`src/sv/keyed_lifo_value_store_unit_macros.svh`:
```
// ---------------------------------------------------------------------------
// keyed lifo value store assertion macros
// concurrent assertion helpers used by the store's top-level rtl file
// ---------------------------------------------------------------------------
`ifndef KEYED_LIFO_VALUE_STORE_UNIT_MACROS_SVH
`define KEYED_LIFO_VALUE_STORE_UNIT_MACROS_SVH

`ifndef SYNTHESIS
// same-cycle implication
`define KLVS_ASSERT_NOW(label, clk, rst_n, ante, cons) \
    label: assert property (@(posedge clk) disable iff (!rst_n) (ante) |-> (cons)) \
        else $error("assertion failed");
// next-cycle implication
`define KLVS_ASSERT_NEXT(label, clk, rst_n, ante, cons) \
    label: assert property (@(posedge clk) disable iff (!rst_n) (ante) |=> (cons)) \
        else $error("assertion failed");
`else
`define KLVS_ASSERT_NOW(label, clk, rst_n, ante, cons)
`define KLVS_ASSERT_NEXT(label, clk, rst_n, ante, cons)
`endif

`endif

```
`src/sv/klvs_pkg.sv`:
```
// ---------------------------------------------------------------------------
// klvs_pkg
// types and codes shared by the keyed lifo value store
// ---------------------------------------------------------------------------
package klvs_pkg;

    localparam int KEY_W = 8;
    localparam int VAL_W = 32;

    typedef enum logic [1:0] {
        OP_INSERT = 2'd0,
        OP_FETCH  = 2'd1,
        OP_CLEAR  = 2'd2,
        OP_NONE   = 2'd3
    } t_op;

    typedef struct packed {
        logic [VAL_W-1:0] val;
        logic [KEY_W-1:0] ky;
        logic [KEY_W-1:0] kx;
    } t_entry;

    typedef enum logic [5:0] {
        S_IDLE = 6'b000001,
        S_READ = 6'b000010,
        S_CMP  = 6'b000100,
        S_SHR  = 6'b001000,
        S_SHW  = 6'b010000,
        S_DONE = 6'b100000
    } t_state;

endpackage

```
`src/sv/klvs_match.sv`:
```
// ---------------------------------------------------------------------------
// klvs_match
// shared key compare unit: checks one stored entry against the search key
// ---------------------------------------------------------------------------
module klvs_match (
    input  klvs_pkg::t_entry              i_entry,
    input  logic [klvs_pkg::KEY_W-1:0]    i_key_x,
    input  logic [klvs_pkg::KEY_W-1:0]    i_key_y,
    output logic                          o_hit
);

    assign o_hit = (i_entry.kx == i_key_x) && (i_entry.ky == i_key_y);

endmodule

```
`src/sv/keyed_lifo_value_store_unit.sv`:
```
// ---------------------------------------------------------------------------
// keyed_lifo_value_store_unit
// bounded newest-first store of 32-bit values keyed by (x, y)
// ---------------------------------------------------------------------------
// channel  | dir | tdata (low bit up)                | tuser
// s_axis   | in  | pos_x, pos_y, item_value (48 bits)| func (2 bits)
// m_axis   | out | result_value (32 bits)            | success (1 bit)
//
// insert, clear and unused codes go from accept straight to the done state.
// fetch walks the stack from the newest entry down through one memory read
// port and one key comparator, a read and a compare state per probed entry;
// on a hit, each newer entry moves down a slot in a read and a write state.
// the entry memory needs no clearing pass: a fill count marks the live entries.
// synchronous active-low reset empties the store; a stalled result waits in
// the output register while the next beat may already be accepted.
// ---------------------------------------------------------------------------
`include "keyed_lifo_value_store_unit_macros.svh"

module keyed_lifo_value_store_unit #(
    parameter int STORE_DEPTH = 16
) (
    input  logic        i_clk,
    input  logic        i_rst_n,
    input  logic        s_axis_tvalid,
    output logic        s_axis_tready,
    input  logic [47:0] s_axis_tdata,   // pos_x, pos_y, item_value
    input  logic [1:0]  s_axis_tuser,   // func
    output logic        m_axis_tvalid,
    input  logic        m_axis_tready,
    output logic [31:0] m_axis_tdata,   // result_value
    output logic [0:0]  m_axis_tuser    // success
);

    localparam int CNT_W = $clog2(STORE_DEPTH + 1);
    localparam int AW    = (STORE_DEPTH > 1) ? $clog2(STORE_DEPTH) : 1;

    klvs_pkg::t_state r_state, n_state;
    logic [CNT_W-1:0] r_count, n_count;
    logic [AW-1:0]    r_idx, n_idx;
    logic [klvs_pkg::KEY_W-1:0] r_kx, n_kx, r_ky, n_ky;
    logic [klvs_pkg::VAL_W-1:0] r_res, n_res;
    logic             r_ok, n_ok;
    logic             r_out_valid, n_out_valid;
    logic [klvs_pkg::VAL_W-1:0] r_out_val, n_out_val;
    logic             r_out_ok, n_out_ok;

    klvs_pkg::t_entry mem [STORE_DEPTH];
    klvs_pkg::t_entry r_rd_data;

    logic             w_we;
    logic [AW-1:0]    w_waddr;
    klvs_pkg::t_entry w_wdata;

    logic             w_s_fire, w_m_fire, w_hit, w_top;
    logic [CNT_W-1:0] w_cnt_m1;
    klvs_pkg::t_entry w_in_entry;
    klvs_pkg::t_op    w_in_op;

    assign w_s_fire   = s_axis_tvalid && s_axis_tready;
    assign w_m_fire   = m_axis_tvalid && m_axis_tready;
    assign w_cnt_m1   = r_count - 1'b1;
    assign w_top      = (CNT_W'(r_idx) == w_cnt_m1);
    assign w_in_op    = klvs_pkg::t_op'(s_axis_tuser);
    assign w_in_entry = '{val: s_axis_tdata[47:16], ky: s_axis_tdata[15:8],
                          kx: s_axis_tdata[7:0]};

    klvs_match u_match (
        .i_entry (r_rd_data),
        .i_key_x (r_kx),
        .i_key_y (r_ky),
        .o_hit   (w_hit)
    );

    assign s_axis_tready = (r_state == klvs_pkg::S_IDLE);
    assign m_axis_tvalid = r_out_valid;
    assign m_axis_tdata  = r_out_val;
    assign m_axis_tuser  = r_out_ok;

    always_comb begin
        n_state     = r_state;
        n_count     = r_count;
        n_idx       = r_idx;
        n_kx        = r_kx;
        n_ky        = r_ky;
        n_res       = r_res;
        n_ok        = r_ok;
        n_out_valid = r_out_valid;
        n_out_val   = r_out_val;
        n_out_ok    = r_out_ok;
        w_we        = 1'b0;
        w_waddr     = r_idx;
        w_wdata     = r_rd_data;

        if (w_m_fire) begin
            n_out_valid = 1'b0;
        end

        unique case (r_state)
            klvs_pkg::S_IDLE: begin
                if (w_s_fire) begin
                    n_kx    = w_in_entry.kx;
                    n_ky    = w_in_entry.ky;
                    n_res   = '0;
                    n_ok    = 1'b0;
                    n_state = klvs_pkg::S_DONE;
                    case (w_in_op)
                        klvs_pkg::OP_INSERT: begin
                            if (r_count < CNT_W'(STORE_DEPTH)) begin
                                w_we    = 1'b1;
                                w_waddr = r_count[AW-1:0];
                                w_wdata = w_in_entry;
                                n_count = r_count + 1'b1;
                                n_res   = w_in_entry.val;
                                n_ok    = 1'b1;
                            end
                        end
                        klvs_pkg::OP_FETCH: begin
                            // search starts at the newest entry (top of stack)
                            if (r_count != '0) begin
                                n_idx   = w_cnt_m1[AW-1:0];
                                n_state = klvs_pkg::S_READ;
                            end
                        end
                        klvs_pkg::OP_CLEAR: begin
                            n_count = '0;
                            n_ok    = 1'b1;
                        end
                        default: begin
                        end
                    endcase
                end
            end
            klvs_pkg::S_READ: begin
                n_state = klvs_pkg::S_CMP;
            end
            klvs_pkg::S_CMP: begin
                if (w_hit) begin
                    n_res = r_rd_data.val;
                    n_ok  = 1'b1;
                    if (w_top) begin
                        n_count = w_cnt_m1;
                        n_state = klvs_pkg::S_DONE;
                    end else begin
                        n_idx   = r_idx + 1'b1;
                        n_state = klvs_pkg::S_SHR;
                    end
                end else if (r_idx == '0) begin
                    n_state = klvs_pkg::S_DONE;
                end else begin
                    n_idx   = r_idx - 1'b1;
                    n_state = klvs_pkg::S_READ;
                end
            end
            klvs_pkg::S_SHR: begin
                n_state = klvs_pkg::S_SHW;
            end
            klvs_pkg::S_SHW: begin
                // move newer entry down one slot to close the gap
                w_we    = 1'b1;
                w_waddr = r_idx - 1'b1;
                w_wdata = r_rd_data;
                if (w_top) begin
                    n_count = w_cnt_m1;
                    n_state = klvs_pkg::S_DONE;
                end else begin
                    n_idx   = r_idx + 1'b1;
                    n_state = klvs_pkg::S_SHR;
                end
            end
            klvs_pkg::S_DONE: begin
                if (!r_out_valid || w_m_fire) begin
                    n_out_valid = 1'b1;
                    n_out_val   = r_res;
                    n_out_ok    = r_ok;
                    n_state     = klvs_pkg::S_IDLE;
                end
            end
            default: begin
                n_state = klvs_pkg::S_IDLE;
            end
        endcase
    end

    always_ff @(posedge i_clk) begin
        if (w_we) begin
            mem[w_waddr] <= w_wdata;
        end
        r_rd_data <= mem[r_idx];
    end

    always_ff @(posedge i_clk) begin
        if (!i_rst_n) begin
            r_state     <= klvs_pkg::S_IDLE;
            r_count     <= '0;
            r_out_valid <= 1'b0;
        end else begin
            r_state     <= n_state;
            r_count     <= n_count;
            r_out_valid <= n_out_valid;
        end
    end

    always_ff @(posedge i_clk) begin
        r_idx     <= n_idx;
        r_kx      <= n_kx;
        r_ky      <= n_ky;
        r_res     <= n_res;
        r_ok      <= n_ok;
        r_out_val <= n_out_val;
        r_out_ok  <= n_out_ok;
    end

    `KLVS_ASSERT_NOW(a_count_max, i_clk, i_rst_n, 1'b1, r_count <= CNT_W'(STORE_DEPTH))
    `KLVS_ASSERT_NEXT(a_busy_after_accept, i_clk, i_rst_n, w_s_fire, !s_axis_tready)
    `KLVS_ASSERT_NEXT(a_clear_empties, i_clk, i_rst_n,
        w_s_fire && (w_in_op == klvs_pkg::OP_CLEAR), r_count == '0)
    `KLVS_ASSERT_NEXT(a_insert_grows, i_clk, i_rst_n,
        w_s_fire && (w_in_op == klvs_pkg::OP_INSERT) && (r_count < CNT_W'(STORE_DEPTH)),
        r_count == $past(r_count) + 1'b1)
    `KLVS_ASSERT_NOW(a_probe_in_range, i_clk, i_rst_n,
        (r_state == klvs_pkg::S_CMP) || (r_state == klvs_pkg::S_SHW),
        CNT_W'(r_idx) < r_count)

endmodule

```
`config.mk`:
```
export PLATFORM = sky130hd
export DESIGN_NAME = keyed_lifo_value_store_unit
export DESIGN_NICKNAME = d
export VERILOG_FILES = /design/src/sv/klvs_pkg.sv /design/src/sv/klvs_match.sv /design/src/sv/keyed_lifo_value_store_unit.sv
export VERILOG_INCLUDE_DIRS = /design/src /design/src/sv
export SDC_FILE = /design/constraint.sdc
export NUM_CORES = 1
export LEC_CHECK = 0
export BUFFER_PORTS_ARGS = -buffer_cell sky130_fd_sc_hd__buf_2
export CAP_MARGIN = 40
export CORE_MARGIN = 2
export CORE_UTILIZATION = 25
export CTS_CLUSTER_SIZE = 14
export DETAILED_ROUTE_END_ITERATION = 8
export GPL_ROUTABILITY_DRIVEN = 0
export GPL_TIMING_DRIVEN = 0
export PLACE_DENSITY = 0.37
export RECOVER_POWER = 25
export SLEW_MARGIN = 10
export SYNTH_ARGS = -nofsm -noshare
export SYNTH_HDL_FRONTEND = slang
export SYNTH_SLANG_ARGS = --single-unit
```
`constraint.sdc`:
```
create_clock -name i_clk -period 5.2 [get_ports i_clk]
set_input_delay 1.3 -clock i_clk [delete_from_list [all_inputs] [get_ports i_clk]]
set_output_delay 1.3 -clock i_clk [all_outputs]
set_load 0.1 [all_outputs]
```
## After elaboration in Yosys (flattened, before gate mapping)

Memories as Yosys holds them, arrays and structs flattened. A register that Yosys moved wholly into a read port is not among the register bits.
Cells that the tools add are included.

- Output and inout port bits: 35
- Memories: 1
- Bits of input ports: 54
- Memory bits (read-only): 0
- Latch bits: 0
- Bits in writable memories: 768
- Flip-flop bits (word level): 98

Memories:

| memory | depth | width | read ports | clocked after Yosys merged registers in | wr ports | line | RTL |
|---|---|---|---|---|---|---|---|
| mem | 16 | 48 | 1 | 1 | 1 | keyed_lifo_value_store_unit.sv:47 | `klvs_pkg::t_entry mem [STORE_DEPTH];` |

- Equality and inequality tests: 19
- Mux-type cells: 47
- Divide/modulo/power cells: 0
- Multipliers: 0
- Shift-type cells: 0
- Bitwise gates (word level): 0
- Reduce and logical (&&, ||, !) cells: 16
- Order comparisons: 1
- $add $sub $neg: 4

Operators with widths:

| operator | count |
|---|---|
| $mux W48 | 4 |
| $mux W32 | 4 |
| $pmux W32 S2 | 1 |
| $mux W6 | 7 |
| $mux W4 | 9 |
| $pmux W6 S6 | 1 |
| $mux W5 | 4 |
| $eq A8 B8 Y1 | 2 |
| $pmux W5 S3 | 1 |
| $pmux W4 S3 | 1 |
| $mux W1 | 10 |
| $pmux W5 S2 | 1 |
| $reduce_and A5 Y1 | 2 |
| $ne A2 B1 Y1 const B | 4 |
| $pmux W4 S2 | 1 |
| $eq A6 B1 Y1 const B | 1 |
| $eq A6 B2 Y1 const B | 1 |
| $eq A6 B3 Y1 const B | 1 |
| $eq A6 B4 Y1 const B | 1 |
| $eq A6 B5 Y1 const B | 1 |
| $eq A6 B6 Y1 const B | 1 |
| $pmux W1 S2 | 3 |
| $reduce_and A2 Y1 | 3 |
| $add A5 B1 Y5 const B | 1 |
| other kinds (20) | 22 |

## Depth between registers and ports, before layout

- Word-level depth: 7
- Mapped depth: 10

## By module

From an unflattened synthesis, not the netlist that was laid out.

- Cell total of the unflattened synthesis: 1684
- Area total of the unflattened synthesis: 34867.2 µm²

By module, submodules not included:

| module | sequential area each (µm²) | area an instance (µm²) | cells an instance | instances |
|---|---|---|---|---|
| keyed_lifo_value_store_unit | 26845.7 | 34689.5 | 1663 | 1 |
| klvs_match | 0.0 | 177.7 | 21 | 1 |

## Worst setup path before layout

Ideal clock, no wire load.

- Path kind: input port to flip-flop
- Start: input port s_axis_tuser[1]
- End: memory mem[8][0] (netlist bit), enable pin
- Data required time: 4.746 ns
- Buffers on the path: 0
- Cell stages on the path: 6
- Arrival: 4.505 ns
- Slack: 0.241 ns
- Cell sequence: nor3_2 nand4_1 and2_1 a21o_1 nand2b_1 nor2_1

- Longest elaborated chain between the ends: 6

RTL lines:

| item | line | RTL |
|---|---|---|
| start, declared | keyed_lifo_value_store_unit.sv:27 | `input logic [1:0] s_axis_tuser,` |
| $logic_not A2 Y1 (*) | keyed_lifo_value_store_unit.sv:106 | `case (w_in_op)` |
| $mux W1 | keyed_lifo_value_store_unit.sv:106 |  |
| $mux W1 | keyed_lifo_value_store_unit.sv:100 | `if (w_s_fire) begin` |
| $pmux W1 S2 | keyed_lifo_value_store_unit.sv:98 | `unique case (r_state)` |
| $mux W1 | keyed_lifo_value_store_unit.sv:185 | `if (w_we) begin` |
| $mux W1 (implied by the code) | keyed_lifo_value_store_unit.sv:186 | `mem[w_waddr] <= w_wdata;` |
| end, declared | keyed_lifo_value_store_unit.sv:47 |  |

Mark *: on every way between the ends. The rest lies on a longest branch, timed or not.

## Final worst setup path

- Start: input port s_axis_tuser[1]
- End: memory mem[9][23] (netlist bit), enable pin

Same word-level chain as after synthesis.

==> flow_summary.toml <==
[cts]
clock_path_buffers = 3
clock_latency_ps = 680
cts-htree-levels = 3
cts_tree = "built"
ctsResizeCount = 0
postCtsSetupBuffers = 0
path_clk_slew_ps = 60
cts.sinks = 914
cts_hold_buffers = 0
root_buffer = "clkbuf_16"
cts-buffers-inserted = 103

[run_status]
violations = "max-capacitance violations, max-slew violations"
outcome = "finished with violations"

[logic_synthesis]
synth_cell_type_count = 62
async_flop_share_pct = 0
synth_seq_cells = 914
synth_nets = 1628
synth-edff-count = 854
ys_warn_count = 0
avgSynthCellArea_um2 = 22.2
yosys.area.top_type = "edfxtp_1"
syn-cell-area_um2 = 34900
synthFlopType = "edfxtp_1"
netlist_instances = 1568
ys_seq_area_share_pct = 77.0
synth.top_cell.area_share_pct = 73.6
synth_area_leaders = "edfxtp_1 74%, mux4_2 16%, dfxtp_1 3.4%, mux2_2 1.6%, nand2_1 0.76%"

[run]
max-cap-violations = 2

[sta]
fin_crit_ps = 4930
hold_viol = 0
max_slew_margin_pct = -16.7
tightest_slew_ps = 1750
clock-skew-final_ps = 19.4
max_freq_mhz = 203
rsz0062_at_grt = "no"
layout_setup_ws_ps = 266
slew_violations = 36
period_share_pct = 94.9
finalSetupViolCount = 0

[floorplan]
core_um2 = 139000
row_count = 137
ioPinCount = 89
start_util_pct = 25.1
dieArea_um2 = 142000
die_w_um = 377
die_height_um = 377

[global_route]
grt_max_degree = 20
gr-usage-all-layers_pct = 14.2
grt.met2_usage_pct = 23.9
grt-busiest-layer = "met2"
grt_pass1_wl_mm = 141
use_met1_pct = 19.2
grt.met3_usage_pct = 2.17
grt_pass1_vias = 18200
grt_overflow = 0
grt_antenna_before_repair = 5

[placed_design]
pre_cts_slack_ps = -249
hpwl_mm = 70.2
portBuffers = 88
dp.cells = 3639

[layout]
final_net_count = 1928
final_cells = 3835
nFillCells = 13400
area_growth_pct = 24.1
multi_input_area_um2 = 7710
drive_above_1_share_pct = 31.0
seqCellArea_um2 = 26800

[critical_path]
startpoint_type = "input pin"
worstSetupPathType = "input pin to register"
cp.arrival_ps = 5300
cp-end-kind = "register"
crit_required_ps = 5570
path_max_fanout = 14

[detailed_routing]
ant_nets = 0
drt_iter0_drc = 1302
drtPass1Iterations = 7
viasPerCell = 4.39
wl_mm = 100
wl_per_cell_um = 26.2
via_count = 16800
drc_errors = 0

[worst_hold_path]
min_path_type = "register to register"

[power_and_ir_drop]
power.leakage_uw = 0.0137
peakVddDrop_v = 0.000216
power_density_nw_per_um2 = 425
==> metrics by stage <==
| stage | cell area [um2] | util (%) | hold slack, ps | total power [uW] | setup TNS, ps |
|---|---|---|---|---|---|
| after global routing | 43200 | 31.1 | 423 | 19000 | 0 |
| after CTS | 43500 | 31.3 | 414 | 18700 | 0 |
| after global placement | 37600 | 27.1 | 403 | 10800 | -4149370 |
| final | 43200 | 31.1 | 409 | 18400 | 0 |
| after detailed placement | 40000 | 28.7 | 405 | 11000 | -6680 |
| after floorplan | 34900 | - | 400 | 10200 | 0 |
==> cells in the mapped netlist (10+ instances only) <==
library cell and count:
edfxtp_1 854, mux4_2 240, nand2_1 71, dfxtp_1 60
clkbuf_1 49, mux2_2 48, nand3_1 37, nor2_1 28
xnor2_1 24, buf_2 23, o21ai_0 12, nor3_1 10
==> routing by layer <==
metal,routed length (um),part of all wire (%),vias to the layer above
li1,-,-,7179
met5,38,0.038,-
met2,49300,49,383
met3,4110,4.1,129
met4,1820,1.8,6
met1,45100,45,9126
==> power breakdown <==
group,total [uW],switching (uW),internal [uW]
Clock,7610,2970,4640
Sequential,8790,93.4,8700
Combinational,1970,1290,681
Total,18400,4350,14000
==> registers in the layout (all words and copies together) (netlist names) <==
signal,count
mem,768
r_rd_data,48
m_axis_tdata,32
r_res,32
r_kx,8
r_ky,8
r_state,6
r_count,5
r_idx,4
m_axis_tuser,1
m_axis_tvalid,1
r_ok,1
==> final timing paths <==
kind / start / endpoint / slack, ps / cells after the start
worst max-delay path: s_axis_tuser[1] / mem[9][23]$_DFFE_PP_ / 270 / 10
worst min-delay path: r_res[19]$_DFFE_PP_ / m_axis_tdata[19]$_DFFE_PP_ / 410 / 0
worst max register to register: r_idx[1]$_DFFE_PP_ / mem[9][23]$_DFFE_PP_ / 340 / 15
worst min register to register: r_res[19]$_DFFE_PP_ / m_axis_tdata[19]$_DFFE_PP_ / 410 / 0
==> cells by family (layout without fill, tap and decap cells) <==
group	Yosys count	in the layout	synth area share (%)
flip-flops	914	914	77.0
adder cells (fa/ha/maj)	6	6	0.215
multiplexers	291	291	17.1
AO/OA/AOI/OAI	46	46	0.987
buffers and inverters	91	479	1.11
AND/OR/NAND/NOR	190	190	2.68
other	0	3	0
XOR/XNOR	30	30	0.836
==> layout make-up <==
class	count	area share (%)
Antenna cell	3	0.0174
Buffer	82	0.790
Clock buffer	133	6.48
Clock inverter	60	1.77
Inverter	9	0.0781
Multi-Input combinational cell	563	17.8
Sequential cell	914	62.1
Tap cell	1876	5.43
Timing Repair Buffer	195	5.52
==> placed cells by master (no fill, tap or decap), types with 5 or more instances in the layout <==
cell type / netlist / routed
clkbuf_8: 0 / 7
inv_1: 8 / 8
o21ai_0: 12 / 12
buf_16: 0 / 44
clkinv_1: 1 / 18
mux2_1: 0 / 13
nand3_1: 37 / 37
bufinv_16: 0 / 17
a22oi_1: 5 / 5
buf_8: 0 / 14
buf_12: 0 / 15
mux4_2: 240 / 240
buf_2: 23 / 59
nor2_1: 28 / 12
buf_6: 2 / 22
clkbuf_16: 0 / 105
clkbuf_1: 49 / 140
nand2_1: 71 / 71
edfxtp_1: 854 / 854
clkinvlp_4: 0 / 11
ha_1: 6 / 6
mux2_2: 48 / 35
clkinv_2: 0 / 10
nor3_1: 10 / 11
nand4_1: 7 / 7
xnor2_1: 24 / 24
nand2b_1: 7 / 7
dfxtp_1: 60 / 60
nor2_4: 0 / 16
a21oi_1: 5 / 5
==> critical path, cell delays in order <==
cell	delay (ps)
buf_2	120
nor3_1	640
nand4_1	800
and2_1	490
a21o_1	220
nand2b_1	340
nor2_4	720
buf_16	240
buf_12	190
buf_16	190
(Power assumes the default switching activity.)
